### src/cdtfe_pkg.sv
`timescale 1ns / 1ps
// ----------------------------------------------------------------------------
// Clock date/time field editor package
// Field codes, range limits and the wrap helpers of the field editor.
// ----------------------------------------------------------------------------
package cdtfe_pkg;

  localparam int REPEAT_PERIOD = 4;

  localparam logic [15:0] LONG_PRESS_RESET = 16'd40;

  typedef logic [2:0] field_sel_t;

  localparam field_sel_t FIELD_HOUR    = 3'd0;
  localparam field_sel_t FIELD_MINUTE  = 3'd1;
  localparam field_sel_t FIELD_SECOND  = 3'd2;
  localparam field_sel_t FIELD_WEEKDAY = 3'd3;
  localparam field_sel_t FIELD_DATE    = 3'd4;
  localparam field_sel_t FIELD_MONTH   = 3'd5;
  localparam field_sel_t FIELD_YEAR    = 3'd6;

  localparam logic CMD_LOAD = 1'b0;
  localparam logic CMD_TICK = 1'b1;

  localparam logic [6:0] HOUR_MAX    = 7'd23;
  localparam logic [6:0] MINSEC_MAX  = 7'd59;
  localparam logic [6:0] WEEKDAY_MIN = 7'd1;
  localparam logic [6:0] WEEKDAY_MAX = 7'd7;
  localparam logic [6:0] DATE_MIN    = 7'd1;
  localparam logic [6:0] MONTH_MIN   = 7'd1;
  localparam logic [6:0] MONTH_MAX   = 7'd12;
  localparam logic [6:0] YEAR_MAX    = 7'd99;

  // Months that are out of range count as 31 days long.
  function automatic logic [4:0] month_length(input logic [3:0] m, input logic [6:0] y);
    logic [4:0] len;
    case (m)
      4'd2:                      len = (y[1:0] == 2'b00) ? 5'd29 : 5'd28;
      4'd4, 4'd6, 4'd9, 4'd11:   len = 5'd30;
      default:                   len = 5'd31;
    endcase
    return len;
  endfunction

  function automatic logic [6:0] wrap_up(input logic [6:0] v, input logic [6:0] lo,
                                         input logic [6:0] hi);
    return (v >= hi) ? lo : v + 7'd1;
  endfunction

  function automatic logic [6:0] wrap_down(input logic [6:0] v, input logic [6:0] lo,
                                           input logic [6:0] hi);
    return ((v <= lo) || (v > hi)) ? hi : v - 7'd1;
  endfunction

  // A press steps on its first tick, then every REPEAT_PERIOD ticks past the threshold.
  function automatic logic press_fires(input logic [15:0] count, input logic [15:0] thresh);
    return (count == 16'd1) ||
           ((count > thresh) && ((count % 16'(REPEAT_PERIOD)) == 16'd0));
  endfunction

endpackage

### src/clock_date_time_field_editor_top.sv
`timescale 1ns / 1ps
// ----------------------------------------------------------------------------
// Clock date/time field editor
// Edits a seven-field time and date with up, down and next button ticks, or loads it whole.
// ----------------------------------------------------------------------------
//  Channel  Direction  Handshake            Payload
//  in_      input      in_valid/in_ready    cmd, button counts, load snapshot
//  out_     output     out_valid/out_ready  seven fields, selected_field
//  cfg_     input      cfg_valid/cfg_ready  long_press_ticks
//
// One request is accepted per cycle while the result is not stalled; each
// passes through the input register, then through the step logic into the
// field registers, which are also the result register.
// A stalled result holds the field registers and, once the input register
// is full too, drops in_ready. Synchronous reset clears the fields to
// 00:00:00, Monday, 1 January, year 00, hour selected, threshold 40.
// ----------------------------------------------------------------------------
module clock_date_time_field_editor_top
  import cdtfe_pkg::*;
(
  input  logic        clk,
  input  logic        rst_n,

  input  logic        cfg_valid,
  output logic        cfg_ready,
  input  logic [15:0] cfg_long_press_ticks,

  input  logic        in_valid,
  output logic        in_ready,
  input  logic        in_cmd,
  input  logic [15:0] in_up_count,
  input  logic [15:0] in_down_count,
  input  logic [15:0] in_next_count,
  input  logic [4:0]  in_load_hour,
  input  logic [5:0]  in_load_minute,
  input  logic [5:0]  in_load_second,
  input  logic [2:0]  in_load_weekday,
  input  logic [4:0]  in_load_date,
  input  logic [3:0]  in_load_month,
  input  logic [6:0]  in_load_year,

  output logic        out_valid,
  input  logic        out_ready,
  output logic [4:0]  out_hour,
  output logic [5:0]  out_minute,
  output logic [5:0]  out_second,
  output logic [2:0]  out_weekday,
  output logic [4:0]  out_date,
  output logic [3:0]  out_month,
  output logic [6:0]  out_year,
  output logic [2:0]  out_selected_field
);

  logic [15:0] long_press_r;

  logic        s1_valid_r;
  logic        s1_cmd_r;
  logic [15:0] s1_up_r;
  logic [15:0] s1_dn_r;
  logic [15:0] s1_nx_r;
  logic [4:0]  s1_hour_r;
  logic [5:0]  s1_minute_r;
  logic [5:0]  s1_second_r;
  logic [2:0]  s1_weekday_r;
  logic [4:0]  s1_date_r;
  logic [3:0]  s1_month_r;
  logic [6:0]  s1_year_r;

  logic        out_valid_r;
  logic [4:0]  hour_r,    hour_nxt;
  logic [5:0]  minute_r,  minute_nxt;
  logic [5:0]  second_r,  second_nxt;
  logic [2:0]  weekday_r, weekday_nxt;
  logic [4:0]  date_r,    date_nxt;
  logic [3:0]  month_r,   month_nxt;
  logic [6:0]  year_r,    year_nxt;
  field_sel_t  sel_r,     sel_nxt;

  logic        advance;
  logic        in_fire;

  logic [6:0]  cur;
  logic [6:0]  lo;
  logic [6:0]  hi;
  logic [6:0]  after_up;
  logic [6:0]  after_dn;
  logic        sel_ok;

  assign cfg_ready = 1'b1;
  assign advance   = s1_valid_r && (!out_valid_r || out_ready);
  assign in_ready  = !s1_valid_r || advance;
  assign in_fire   = in_valid && in_ready;

  // Limits of the field that was selected before this request.
  always_comb begin
    cur    = 7'd0;
    lo     = 7'd0;
    hi     = 7'd0;
    sel_ok = 1'b1;
    case (sel_r)
      FIELD_HOUR: begin
        cur = {2'b00, hour_r};
        hi  = HOUR_MAX;
      end
      FIELD_MINUTE: begin
        cur = {1'b0, minute_r};
        hi  = MINSEC_MAX;
      end
      FIELD_SECOND: begin
        cur = {1'b0, second_r};
        hi  = MINSEC_MAX;
      end
      FIELD_WEEKDAY: begin
        cur = {4'b0000, weekday_r};
        lo  = WEEKDAY_MIN;
        hi  = WEEKDAY_MAX;
      end
      FIELD_DATE: begin
        cur = {2'b00, date_r};
        lo  = DATE_MIN;
        hi  = {2'b00, month_length(month_r, year_r)};
      end
      FIELD_MONTH: begin
        cur = {3'b000, month_r};
        lo  = MONTH_MIN;
        hi  = MONTH_MAX;
      end
      FIELD_YEAR: begin
        cur = year_r;
        hi  = YEAR_MAX;
      end
      default: begin
        sel_ok = 1'b0;
      end
    endcase
    after_up = press_fires(s1_up_r, long_press_r) ? wrap_up(cur, lo, hi) : cur;
    after_dn = press_fires(s1_dn_r, long_press_r) ? wrap_down(after_up, lo, hi) : after_up;
  end

  always_comb begin
    hour_nxt    = hour_r;
    minute_nxt  = minute_r;
    second_nxt  = second_r;
    weekday_nxt = weekday_r;
    date_nxt    = date_r;
    month_nxt   = month_r;
    year_nxt    = year_r;
    sel_nxt     = sel_r;
    if (s1_cmd_r == CMD_LOAD) begin
      hour_nxt    = s1_hour_r;
      minute_nxt  = s1_minute_r;
      second_nxt  = s1_second_r;
      weekday_nxt = s1_weekday_r;
      date_nxt    = s1_date_r;
      month_nxt   = s1_month_r;
      year_nxt    = s1_year_r;
      sel_nxt     = FIELD_HOUR;
    end else begin
      if (sel_ok) begin
        case (sel_r)
          FIELD_HOUR:    hour_nxt    = after_dn[4:0];
          FIELD_MINUTE:  minute_nxt  = after_dn[5:0];
          FIELD_SECOND:  second_nxt  = after_dn[5:0];
          FIELD_WEEKDAY: weekday_nxt = after_dn[2:0];
          FIELD_DATE:    date_nxt    = after_dn[4:0];
          FIELD_MONTH:   month_nxt   = after_dn[3:0];
          FIELD_YEAR:    year_nxt    = after_dn;
          default:       year_nxt    = year_r;
        endcase
      end
      // Next only reacts to the first tick of a press, with no auto-repeat.
      if (s1_nx_r == 16'd1) begin
        sel_nxt = (sel_r >= FIELD_YEAR) ? FIELD_HOUR : sel_r + 3'd1;
      end
    end
  end

  always_ff @(posedge clk) begin
    if (!rst_n) begin
      long_press_r <= LONG_PRESS_RESET;
      s1_valid_r   <= 1'b0;
      out_valid_r  <= 1'b0;
      hour_r       <= 5'd0;
      minute_r     <= 6'd0;
      second_r     <= 6'd0;
      weekday_r    <= 3'd1;
      date_r       <= 5'd1;
      month_r      <= 4'd1;
      year_r       <= 7'd0;
      sel_r        <= FIELD_HOUR;
    end else begin
      if (cfg_valid && cfg_ready) begin
        long_press_r <= cfg_long_press_ticks;
      end
      if (in_fire) begin
        s1_valid_r <= 1'b1;
      end else if (advance) begin
        s1_valid_r <= 1'b0;
      end
      if (advance) begin
        out_valid_r <= 1'b1;
        hour_r      <= hour_nxt;
        minute_r    <= minute_nxt;
        second_r    <= second_nxt;
        weekday_r   <= weekday_nxt;
        date_r      <= date_nxt;
        month_r     <= month_nxt;
        year_r      <= year_nxt;
        sel_r       <= sel_nxt;
      end else if (out_ready) begin
        out_valid_r <= 1'b0;
      end
    end
  end

  always_ff @(posedge clk) begin
    if (in_fire) begin
      s1_cmd_r     <= in_cmd;
      s1_up_r      <= in_up_count;
      s1_dn_r      <= in_down_count;
      s1_nx_r      <= in_next_count;
      s1_hour_r    <= in_load_hour;
      s1_minute_r  <= in_load_minute;
      s1_second_r  <= in_load_second;
      s1_weekday_r <= in_load_weekday;
      s1_date_r    <= in_load_date;
      s1_month_r   <= in_load_month;
      s1_year_r    <= in_load_year;
    end
  end

  assign out_valid          = out_valid_r;
  assign out_hour           = hour_r;
  assign out_minute         = minute_r;
  assign out_second         = second_r;
  assign out_weekday        = weekday_r;
  assign out_date           = date_r;
  assign out_month          = month_r;
  assign out_year           = year_r;
  assign out_selected_field = sel_r;

endmodule

### config.mk
export PLATFORM = sky130hd
export DESIGN_NAME = clock_date_time_field_editor_top
export DESIGN_NICKNAME = d
export VERILOG_FILES = /design/src/cdtfe_pkg.sv /design/src/clock_date_time_field_editor_top.sv
export SDC_FILE = /design/constraint.sdc
export NUM_CORES = 1
export LEC_CHECK = 0
export BUFFER_PORTS_ARGS = -buffer_cell sky130_fd_sc_hd__buf_2
export CAP_MARGIN = 20
export CORE_AREA = 2 2 158 160
export DETAILED_ROUTE_END_ITERATION = 12
export DIE_AREA = 0 0 160 162
export PLACE_DENSITY = 0.46
export SYNTH_ARGS = -nofsm -noshare
export SYNTH_HDL_FRONTEND = slang
export SYNTH_SLANG_ARGS = --single-unit
### constraint.sdc
create_clock -name clk -period 13.1 [get_ports clk]
set_input_delay 1.965 -clock clk [delete_from_list [all_inputs] [get_ports clk]]
set_output_delay 1.965 -clock clk [all_outputs]
set_load 0.03 [all_outputs]
== Yosys cells after proc, flatten, opt, wreduce, memory -nomap -nowiden ==
Index checks and enable logic that the tools add are counted.

* $add $sub $neg: 3
* Equal/unequal tests: 23
* Reductions and logical operators: 29
* Magnitude comparators: 6
* Mux-type cells: 38

{| class="wikitable"
|+ Operators with widths
! cell !! number
|-
| $mux 7 || 7
|-
| $pmux 7 s7 || 1
|-
| $eq 16x1->1 const B || 3
|-
| $pmux 7 s6 || 1
|-
| $mux 6 || 6
|-
| $gt 16x16->1 || 2
|-
| $logic_not 16->1 || 2
|-
| $mux 5 || 6
|-
| $reduce_and 3->1 || 7
|-
| $mux 3 || 6
|-
| $ne 2x1->1 const B || 9
|-
| $mux 4 || 3
|-
| $eq 3x3->1 const B || 3
|-
| $eq 4x3->1 const B || 2
|-
| $eq 4x4->1 const B || 2
|-
| $add 7x1->7 const B || 1
|-
| $ge 7x7->1 || 1
|-
| $gt 7x7->1 || 1
|-
| $le 7x7->1 || 1
|-
| $mux 1 || 7
|-
| $reduce_or 7->1 || 1
|-
| $sub 7x1->7 const B || 1
|-
| $eq 3x2->1 const B || 2
|-
| $logic_or 1x1->1 || 5
|-
| 14 further kinds || 19
|}

* Bits in registers: 142
* Word-level logic and storage cells: 121
* Output and inout bits: 42
* Input port bits: 106

== Logic depth before layout (Yosys ltp) ==
Gate-level depths: netlist of the first run.

* Depth after elaboration: 14
* Depth in mapped cells: 28
* Depth with buffers taken out: 26

== Worst setup path before layout of the first run ==
OpenSTA, ideal clock, no wires.

* Path type: flip-flop to flip-flop
* From: reg sel_r[2], in the netlist out_selected_field[2]
* To: reg month_r[0], in the netlist out_month[0]
* Cell stages (with the launch flop): 28
* Path buffers: 2
* Data arrival time: 5.526 ns
* Setup time: 0.145 ns
* Setup slack: 7.430 ns
* Required time: 12.955 ns
* Clock period less this slack: 5.670 ns
* Cell sequence: dfxtp_1 clkbuf_1 clkbuf_1 inv_1 ha_1 nand2_1 o21ai_0 nor2_1 nor2_1 inv_1 ha_1 nand2b_1 a2111oi_0 o21ai_0 nand2_1 and2_0 a22oi_1 o21ai_0 ha_1 nor2b_1 o21a_1 o21a_1 o21bai_1 a21o_1 o31ai_4 mux2_1 a211oi_1 o31ai_1

* Cells in the longest elaborated chain, start to end: 13
* Elaborated cells between the ends (all ways): 30
* Classes of those cells: add/sub (2); order compare (3); eq/ne (8); mux (11); reduce/logical (6)

{| class="wikitable"
|+ RTL lines
! what !! line !! RTL
|-
| start: declaration || clock_date_time_field_editor_top.sv:77 || <nowiki>field_sel_t sel_r, sel_nxt;</nowiki>
|-
| start signal: assignment || clock_date_time_field_editor_top.sv:209 || <nowiki>sel_r <= sel_nxt;</nowiki>
|-
| $eq 3x2->1 or $eq 3x1->1 (tied branches) || clock_date_time_field_editor_top.sv:100 || <nowiki>case (sel_r)</nowiki>
|-
| $reduce_or 2->1 (no source line) || n/a ||
|-
| $pmux 7 s6 || clock_date_time_field_editor_top.sv:100 ||
|-
| $ge 7x7->1 || cdtfe_pkg.sv:47 || <nowiki>return (v >= hi) ? lo : v + 7'd1;</nowiki>
|-
| $mux 7 || cdtfe_pkg.sv:47 ||
|-
| $mux 7 || clock_date_time_field_editor_top.sv:136 || <nowiki>after_up = press_fires(s1_up_r, long_press_r) ? wrap_up(cur, lo, hi) : cur;</nowiki>
|-
| $le 7x7->1 or $gt 7x7->1 (tied branches) || cdtfe_pkg.sv:52 || <nowiki>return ((v <= lo) || (v > hi)) ? hi : v - 7'd1;</nowiki>
|-
| $logic_or 1x1->1 || cdtfe_pkg.sv:52 ||
|-
| $mux 7 || cdtfe_pkg.sv:52 ||
|-
| $mux 7 || clock_date_time_field_editor_top.sv:137 || <nowiki>after_dn = press_fires(s1_dn_r, long_press_r) ? wrap_down(after_up, lo, hi) : after_up;</nowiki>
|-
| $mux 4 || clock_date_time_field_editor_top.sv:160 || <nowiki>case (sel_r)</nowiki>
|-
| $mux 4 || clock_date_time_field_editor_top.sv:159 || <nowiki>if (sel_ok) begin</nowiki>
|-
| $mux 4 || clock_date_time_field_editor_top.sv:149 || <nowiki>if (s1_cmd_r == CMD_LOAD) begin</nowiki>
|-
| end signal: assignment || clock_date_time_field_editor_top.sv:207 || <nowiki>month_r <= month_nxt;</nowiki>
|-
| end: declaration || clock_date_time_field_editor_top.sv:75 || <nowiki>logic [3:0] month_r, month_nxt;</nowiki>
|}

Parallel ways exist; a longest one is shown, timed or not. The select of a mux whose other input is x is not followed.
A chain may end at the register's enable or synchronous reset.

== Final worst setup path of the first run ==
* From: reg sel_r[0], in the netlist out_selected_field[0]
* To: reg weekday_r[1], in the netlist out_weekday[1]

* Cells in the longest elaborated chain, start to end: 13
* Elaborated cells between the ends (all ways): 30
* Classes of those cells: add/sub (2); order compare (3); eq/ne (8); mux (11); reduce/logical (6)

{| class="wikitable"
|+ RTL lines
! what !! line !! RTL
|-
| $eq 3x2->1 or $eq 3x1->1 (tied branches) || clock_date_time_field_editor_top.sv:100 ||
|-
| $reduce_or 2->1 (no source line) || n/a ||
|-
| $pmux 7 s6 || clock_date_time_field_editor_top.sv:100 ||
|-
| $ge 7x7->1 || cdtfe_pkg.sv:47 ||
|-
| $mux 7 || cdtfe_pkg.sv:47 ||
|-
| $mux 7 || clock_date_time_field_editor_top.sv:136 ||
|-
| $le 7x7->1 or $gt 7x7->1 (tied branches) || cdtfe_pkg.sv:52 ||
|-
| $logic_or 1x1->1 || cdtfe_pkg.sv:52 ||
|-
| $mux 7 || cdtfe_pkg.sv:52 ||
|-
| $mux 7 || clock_date_time_field_editor_top.sv:137 ||
|-
| $mux 3 || clock_date_time_field_editor_top.sv:160 ||
|-
| $mux 3 || clock_date_time_field_editor_top.sv:159 ||
|-
| $mux 3 || clock_date_time_field_editor_top.sv:149 ||
|-
| end signal: assignment || clock_date_time_field_editor_top.sv:205 || <nowiki>weekday_r <= weekday_nxt;</nowiki>
|-
| end: declaration || clock_date_time_field_editor_top.sv:73 || <nowiki>logic [2:0] weekday_r, weekday_nxt;</nowiki>
|}

Parallel ways exist; a longest one is shown, timed or not. The select of a mux whose other input is x is not followed.

==> results of run 1 <==
==> cells in the mapped netlist, types with 20 or more instances <==
cell type	count
o21ai_1	20
inv_1	32
edfxtp_1	85
mux2i_1	22
nor2_1	52
o211ai_1	28
nand2_1	34
nand3_1	48
ha_1	54
o21ai_0	25
dfxtp_1	57
a21oi_1	36
==> sequential cells by signal, indices dropped and copies added (netlist names), 4 cells and up <==
register and count:
long_press_r 16, s1_dn_r 16, s1_nx_r 16, s1_up_r 16
out_year 7, s1_year_r 7, out_minute 6, out_second 6
s1_minute_r 6, s1_second_r 6, out_date 5, out_hour 5
s1_date_r 5, s1_hour_r 5, out_month 4, s1_month_r 4
==> worst register-to-register path, stage by stage, from the launching register on <==
cell and delay [ps]:
dfxtp_1 450, inv_1 130, ha_1 440, nor4_1 620, a41o_1 370, inv_1 200
ha_1 330, o21a_1 100, o21ai_0 60, o21ai_0 230, nand2_1 220, and2_0 270
a22oi_1 140, o21ai_0 250, ha_1 390, nor2_1 50, a211o_1 340, o31ai_4 480
mux2i_1 170, a211oi_2 730, o31ai_1 180
==> how the worst min path moves through the flow <==
stage                     depth (start not counted)                  startpoint                    endpoint  slack, ps
after CTS                                         2    out_year[4]$_SDFFE_PN0P_    out_year[4]$_SDFFE_PN0P_        480
after global placement                            2  out_second[4]$_SDFFE_PN0P_  out_second[4]$_SDFFE_PN0P_        470
after detailed placement                          2    out_year[4]$_SDFFE_PN0P_    out_year[4]$_SDFFE_PN0P_        470
after floorplan                                   2      s1_date_r[2]$_DFFE_PP_    out_date[2]$_SDFFE_PN0P_        460
final                                             2    out_year[4]$_SDFFE_PN0P_    out_year[4]$_SDFFE_PN0P_        480
after global routing                              2    out_year[4]$_SDFFE_PN0P_    out_year[4]$_SDFFE_PN0P_        490
==> logic make-up (layout without fill, tap and decap cells) <==
kind of cell | count (synthesis) | count (layout)
AOI/OAI and AO/OA | 195 | 195
xor gates and xnor gates | 1 | 1
adders and majority gates | 54 | 54
buffers and inverters | 59 | 218
DFF | 142 | 142
muxes | 24 | 24
other | 1 | 1
and+or+nand+nor | 202 | 202
==> cell type report <==
class,instances,area [um^2]
timing repair buffer,153,783
multi-input combinational,477,3270
inverter,33,124
clock inverter,13,113
sequential,142,3690
tap,324,405
fill,2469,15200
clock buffer,19,475
==> metrics by stage <==
step                      total power [uW]  hold slack (ps)  util, %
after global placement                 679              466     34.3
final                                 1150              480     36.8
after CTS                             1160              479     36.8
after global routing                  1210              491     36.8
after detailed placement               679              469     34.3
after floorplan                        619              456        -
==> metal layers <==
layer,track usage [%],vias up,wire [um]
met5,0,-,0
met4,6.18,0,398
met1,22.9,2752,10300
met2,26.6,148,9930
li1,-,2890,-
met3,2.94,23,776
==> power groups by stage <==
stage	combinational (uW)	sequential, uW	clock [uW]
after floorplan	88.6	531	0
after global placement	154	525	0
after detailed placement	153	525	0
after CTS	154	515	495
after global routing	171	518	517
final	153	515	485
==> flow_summary.toml, run 1 <==
[min_path]
hold_class = "reg -> reg"

[synth]
yosysWarnings = 0
synth-seq-area-share_pct = 51.3
synth_xor_area_share_pct = 0.122
ys.flop_type = "edfxtp_1"
synth_nets = 838
synth_top_family_by_area = "compound AO/OA/AOI/OAI gates"
netlist_area_mm2 = 0.00720
synth_edf_count = 85
synth-simple-area-share_pct = 14.1
netlist_instances = 678
synth_cell_type_count = 67
ys_seq_elements = 142
yosys-top-cells-area = "edfxtp_1 35%, dfxtp_1 16%, ha_1 9.4%"
synth_top_area_share_pct = 35.5
synth-compound-area-share_pct = 18.3
synthAdderAreaFrac_pct = 9.39
synth_area_per_cell_um2 = 10.6
synthArstFlopShare_pct = 0
muxShareOfSynthArea_pct = 3.37
yosysTopAreaCell = "edfxtp_1"

[power_and_ir_drop]
ir_worst_vdd_mv = 0.0754
swShare_pct = 28.1
p_leak_uw = 0.00360
p_int_uw = 829
combPwrFrac_pct = 13.3
p_per_area_mw_per_mm2 = 130
clkPwrFrac_pct = 42.0
netSwitchingPower_uw = 325
seq_power_share_pct = 44.7

[placement]
io_buffers = 146
place_congestion = 0.863
dpl-instance-area_mm2 = 0.00828
dp.final_hpwl_mm = 15.9
place_ws_ps = 6920
placed_cells = 1129

[detailed_routing]
viasPerCell = 5.01
drc_errors = 0
drt_iter0_markers = 420
dr.pass1.iters = 4
vias = 5813
wl_per_cell_um = 18.4
antenna_left = 0
wl_mm = 21.4

[clocking]
post_cts_resized = 0
htreeDepth = 4
cts-root-buf = "clkbuf_16"
clk_latency_ps = 430
clock_path_buffers = 2
cts_setup_buffers = 0
cts_tree = "built"
cts_buffers = 17
hold_buffers = 0
path_clk_slew_ps = 70
clock-sinks = 142

[layout]
final_nets = 984
areaGrowthSynthToFinish_pct = 23.1
layout_common_cells = "146 x buf_2, 85 x edfxtp_1, 57 x dfxtp_1, 54 x ha_1, 52 x nor2_1"
layout_commonest_cell = "buf_2"
diodes = 0
design_area_mm2 = 0.00886
drive_gt1_share_pct = 22.9
finalNonFillerCells = 1161

[critical_path]
cp.buffers_inverters = 2
startpoint = "out_selected_field[0]$_SDFFE_PN0P_"
crit_type = "reg -> reg"
start_kind = "register"
cp_top_family = "compound AO/OA/AOI/OAI gates"
arrival_ps = 6560
cp_cell_sequence = "inv_1, ha_1, nor4_1, a41o_1, inv_1, ha_1, o21a_1, o21ai_0, o21ai_0, nand2_1, and2_0, a22oi_1, o21ai_0, ha_1, nor2_1, a211o_1, o31ai_4, mux2i_1, a211oi_2, o31ai_1"
cp-end-kind = "register"
critPathRequiredTime_ps = 13370
cp.depth = 20
cpPeakStageDelay_ps = 730
reg2reg_slack_ps = 6810
critical_path.slowest_cell = "a211oi_2"
r2r_start = "out_selected_field[0]$_SDFFE_PN0P_"
crit_end = "out_weekday[1]$_SDFFE_PN0P_"
r2r_cells = 20
crit_path_max_fanout = 18
r2r_end = "out_weekday[1]$_SDFFE_PN0P_"

[flow_run]
drv_cap = 0

[floorplanning]
fp-row-count = 57
start_util_pct = 29.9
io_pins = 148
die_x_um = 160
dieArea_mm2 = 0.0259
coreArea_mm2 = 0.0241
die_h_um = 162

[timing]
setup_violations = 0
final_hold_viol_count = 0
slew_violations = 0
finalCritPeriodShare_pct = 48.0
grt_setup_unrepaired = "no"
final.setup_skew_ps = 15.2
fin_tns_setup_ps = 0
postLayoutSetupSlackWorst_ps = 6810
min_period_ps = 6290
tightest_slew_ps = 976
max_freq_mhz = 159
maxSlewHeadroom_pct = 34.7

[global_route]
grt_start_max_net_pins = 52
grt_pass1_vias = 5680
antenna_found_initial = 0
grt_usage_pct = 16.7
grt_pass1_wl_mm = 33.2
overflow = 0

[run_status]
status = "complete, no violations"
No activity file was read; power rests on OpenSTA's default activity.
==> run 2: changes to the inputs <==
Clock period 13.1 ns to 6.23 ns, I/O delays scaled along.
==> flow_summary.toml, run 2 (synthesized netlist as in run 1, its figures left out) <==
[timing]
setup_violations = 0
finalCritPeriodShare_pct = 94.1
final.setup_skew_ps = 13.3
holdWs_ps = 483
grt_setup_unrepaired = "no"
tightest_slew_ps = 1010
max_freq_mhz = 171
maxSlewHeadroom_pct = 32.5
fin_tns_setup_ps = 0
min_period_ps = 5860
final_hold_viol_count = 0
slew_violations = 0
postLayoutSetupSlackWorst_ps = 370

[global_route]
grt_pass1_wl_mm = 32.7
grt_pass1_vias = 5754
met1_usage_pct = 21.7
grt_start_max_net_pins = 52
busiest_layer = "met2"
grt_usage_pct = 16.4
grt_use_met2_pct = 26.8
antenna_found_initial = 0
overflow = 0
grtUsageMet3_pct = 3.19

[detailed_routing]
dr.pass1.iters = 6
drt_iter0_markers = 343
vias = 5895
antenna_left = 0
viasPerCell = 5.06
drc_errors = 0
wl_mm = 21.5
wl_per_cell_um = 18.4

[critical_path]
critical_path.slowest_cell = "dfxtp_1"
crit_type = "reg -> reg"
reg2reg_slack_ps = 370
critPathRequiredTime_ps = 6530
cp-end-kind = "register"
start_kind = "register"
crit_path_max_fanout = 12
cpPeakStageDelay_ps = 370
arrival_ps = 6160

[clocking]
htreeDepth = 4
cts_buffers = 17
hold_buffers = 0
clock_path_buffers = 2
path_clk_slew_ps = 70
clk_latency_ps = 430
cts_tree = "built"
cts_setup_buffers = 0
clock-sinks = 142
post_cts_resized = 0
cts-root-buf = "clkbuf_16"

[layout]
layout_commonest_cell = "buf_2"
areaGrowthSynthToFinish_pct = 24.8
drive_gt1_share_pct = 24.2
final_nets = 989
multi_input_area_mm2 = 0.00332
diodes = 0
num-fill-cells = 2525
design_area_mm2 = 0.00898
layout_common_cells = "146 x buf_2, 85 x edfxtp_1, 57 x dfxtp_1, 51 x nor2_1, 51 x ha_1"
ff_latch_area_mm2 = 0.00369

[flow_run]
drv_cap = 0

[power_and_ir_drop]
p_per_area_mw_per_mm2 = 273
p_leak_uw = 0.00364
ir_worst_vdd_mv = 0.148

[run_status]
status = "complete, no violations"

[placement]
io_buffers = 146
dpl-instance-area_mm2 = 0.00832
place_ws_ps = 107
place_congestion = 0.890
dp.final_hpwl_mm = 16.2

[floorplanning]
die_x_um = 160
io_pins = 148
start_util_pct = 29.9
dieArea_mm2 = 0.0259
coreArea_mm2 = 0.0241
die_h_um = 162
fp-row-count = 57

[min_path]
hold_class = "reg -> reg"
[run 2: changes by cell type in the layout (fill, tap and decap cells not counted), sizes merged]
cell	before	now
buf	153	157
clkinvlp	3	1
clkinv	1	9
inv	42	38
o31ai	7	8
clkbuf	19	17
[run 2: worst paths after layout]
check | from | endpoint | depth (start not counted)
min | out_year[4]$_SDFFE_PN0P_ | out_year[4]$_SDFFE_PN0P_ | 2
max reg2reg | out_selected_field[0]$_SDFFE_PN0P_ | out_weekday[0]$_SDFFE_PN1P_ | 26
max | out_selected_field[0]$_SDFFE_PN0P_ | out_weekday[0]$_SDFFE_PN1P_ | 26
min reg2reg | out_year[4]$_SDFFE_PN0P_ | out_year[4]$_SDFFE_PN0P_ | 2
[run 2: final cells by class]
type	count	area share [%]
well taps	324	4.51
clock buffers	17	4.73
clock inverters	15	2.09
multi-input cells	478	37.0
inverters	33	1.38
flip-flops and latches	142	41.1
repair buffers	157	9.19
[run 2: worst max-delay path: cells and delay by family, from the launching register on]
family / cells / cell delay (ps)
compound gates: 12 / 2460
fa+ha+maj: 3 / 900
buf+inv: 4 / 630
flops: 1 / 370
mux: 1 / 340
simple gates: 6 / 1020
[run 2: metal layers]
metal	wire (um)	part of all wire (%)
met5	0	0
met1	9690	45
met2	10000	47
met3	1140	5.3
met4	642	3.0
[run 2: stage by stage]
step                      total power, uW  utilization, %  cells
after detailed placement             1430            34.5   1133
after floorplan                      1300               -    678
after CTS                            2470            37.0   1165
after global placement               1430            34.5   1133
final                                2460            37.3   1166
after global routing                 2560            37.3   1166
[run 2: power breakdown]
part | internal, uW | leakage [uW] | total (uW) | switching, uW
sequential | 1050 | 0.00130 | 1080 | 34.3
clock | 546 | 0.000294 | 1040 | 493
combinational | 125 | 0.00205 | 332 | 207
==> run 3: changes to the inputs <==
Settings changed: CORE_AREA 2 2 158 160 to 2 2 123 125, DIE_AREA 0 0 160 162 to 0 0 125 127, HOLD_SLACK_MARGIN set to 0.08, PLACE_DENSITY 0.46 to 0.7.
==> flow_summary.toml, run 3 (synthesized netlist as in run 1, its figures left out) <==
[run_status]
status = "complete, no violations"

[min_path]
hold_class = "reg -> reg"

[critical_path]
r2r_end = "out_weekday[0]$_SDFFE_PN1P_"
cp-end-kind = "register"
startpoint = "out_selected_field[0]$_SDFFE_PN0P_"
arrival_ps = 6050
critPathRequiredTime_ps = 6520
crit_type = "reg -> reg"
r2r_cells = 26
crit_path_max_fanout = 18
cp_top_family = "compound AO/OA/AOI/OAI gates"
reg2reg_slack_ps = 480
start_kind = "register"
r2r_start = "out_selected_field[0]$_SDFFE_PN0P_"
critical_path.slowest_cell = "ha_2"
cpPeakStageDelay_ps = 430
crit_end = "out_weekday[0]$_SDFFE_PN1P_"
cp.buffers_inverters = 3
cp.depth = 26

[power_and_ir_drop]
p_per_area_mw_per_mm2 = 277
seq_power_share_pct = 44.5
swShare_pct = 25.7
p_int_uw = 1810
ir_worst_vdd_mv = 0.194
combPwrFrac_pct = 13.5
netSwitchingPower_uw = 627
p_leak_uw = 0.00364
clkPwrFrac_pct = 42.0

[timing]
finalCritPeriodShare_pct = 92.4
holdWs_ps = 488
final_hold_viol_count = 0
max_freq_mhz = 174
maxSlewHeadroom_pct = 34.4
setup_violations = 0
final.setup_skew_ps = 5.41
tightest_slew_ps = 984
postLayoutSetupSlackWorst_ps = 476
min_period_ps = 5750
fin_tns_setup_ps = 0
slew_violations = 0

[detailed_routing]
vias = 6151
antenna_left = 0
dr.pass1.iters = 5
drc_errors = 0
viasPerCell = 5.98
wl_met1_mm = 8.46
dr_wl_met2_mm = 9.10
wl_per_cell_um = 19.2
top_layer = "met4"
drt_iter0_markers = 512
wl_mm = 19.8
wl_met3_mm = 1.53

[global_route]
grt_pass1_wl_mm = 30.8
grt_start_max_net_pins = 86
antenna_found_initial = 0
overflow = 0
grt_usage_pct = 24.7
grt_pass1_vias = 5867

[layout]
layout_commonest_cell = "buf_2"
layout_common_cells = "146 x buf_2, 85 x edfxtp_1, 57 x dfxtp_1, 52 x nor2_1, 51 x ha_1"
design_area_mm2 = 0.00878
final_nets = 991
areaGrowthSynthToFinish_pct = 22.0
diodes = 0
drive_gt1_share_pct = 23.9

[clocking]
cts_setup_buffers = 0
hold_buffers = 0
cts-root-buf = "clkbuf_16"
clock_path_buffers = 2
path_clk_slew_ps = 60
htreeDepth = 4
post_cts_resized = 0
clock-sinks = 142
cts_buffers = 17
clk_latency_ps = 430
cts_tree = "built"

[floorplanning]
dieArea_mm2 = 0.0159
die_h_um = 127
coreArea_mm2 = 0.0144
io_pins = 148
die_x_um = 125
fp-row-count = 44
start_util_pct = 49.9

[placement]
io_buffers = 146
place_ws_ps = 266
dpl-instance-area_mm2 = 0.00815
place_congestion = 0.933
dp.final_hpwl_mm = 14.5

[flow_run]
drv_cap = 0
[run 3: changes by cell type in the layout (fill, tap and decap cells not counted), moves of 3 or more]
cell and delta:
buf_4 +3, bufinv_16 +3, clkinv_2 +3, clkinv_8 -5, inv_8 -5
[run 3: stage by stage]
stage / utilization [%] / instances / total power (uW)
global placement: 56.5 / 995 / 1410
floorplan: - / 678 / 1300
detailed placement: 56.5 / 995 / 1420
CTS: 60.6 / 1027 / 2440
finish: 60.9 / 1028 / 2440
global route: 60.9 / 1028 / 2520
[run 3: power groups by stage]
stage / combinational [uW] / sequential, uW / clock [uW]
6_report: 328 / 1080 / 1020
5_1_grt: 359 / 1090 / 1080
4_1_cts: 322 / 1080 / 1040
3_5_place_dp: 319 / 1100 / 0
3_3_place_gp: 311 / 1100 / 0
2_1_floorplan: 186 / 1120 / 0
[run 3: worst min-delay path by stage]
stage	start	endpoint	slack (ps)	cells past startpoint
floorplan	s1_date_r[2]$_DFFE_PP_	out_date[2]$_SDFFE_PN0P_	460	2
global placement	long_press_r[12]$_SDFFE_PN0P_	long_press_r[12]$_SDFFE_PN0P_	480	2
detailed placement	out_date[4]$_SDFFE_PN0P_	out_date[4]$_SDFFE_PN0P_	480	2
CTS	out_date[4]$_SDFFE_PN0P_	out_date[4]$_SDFFE_PN0P_	490	2
global route	s1_hour_r[2]$_DFFE_PP_	out_hour[2]$_SDFFE_PN0P_	510	2
finish	out_date[4]$_SDFFE_PN0P_	out_date[4]$_SDFFE_PN0P_	490	2
[run 3: worst min-delay path, cell delays in order (launching register included)]
cell	delay, ps
dfxtp_1	330
nand3_1	70
o21ai_1	50
[run 3: per-layer routing]
layer | global-route usage [%] | vias to the layer above
li1 | - | 2899
met3 | 5.70 | 50
met1 | 33.8 | 2920
met5 | 0 | -
met2 | 37.9 | 282
met4 | 11.0 | 0
[run 3: final cells by class]
cell class | count | area [um^2]
Sequential cell | 142 | 3690
Timing Repair Buffer | 160 | 848
Clock buffer | 19 | 433
Tap cell | 184 | 230
Multi-Input combinational cell | 477 | 3290
Inverter | 33 | 124
Fill cell | 1183 | 5640
Clock inverter | 13 | 165
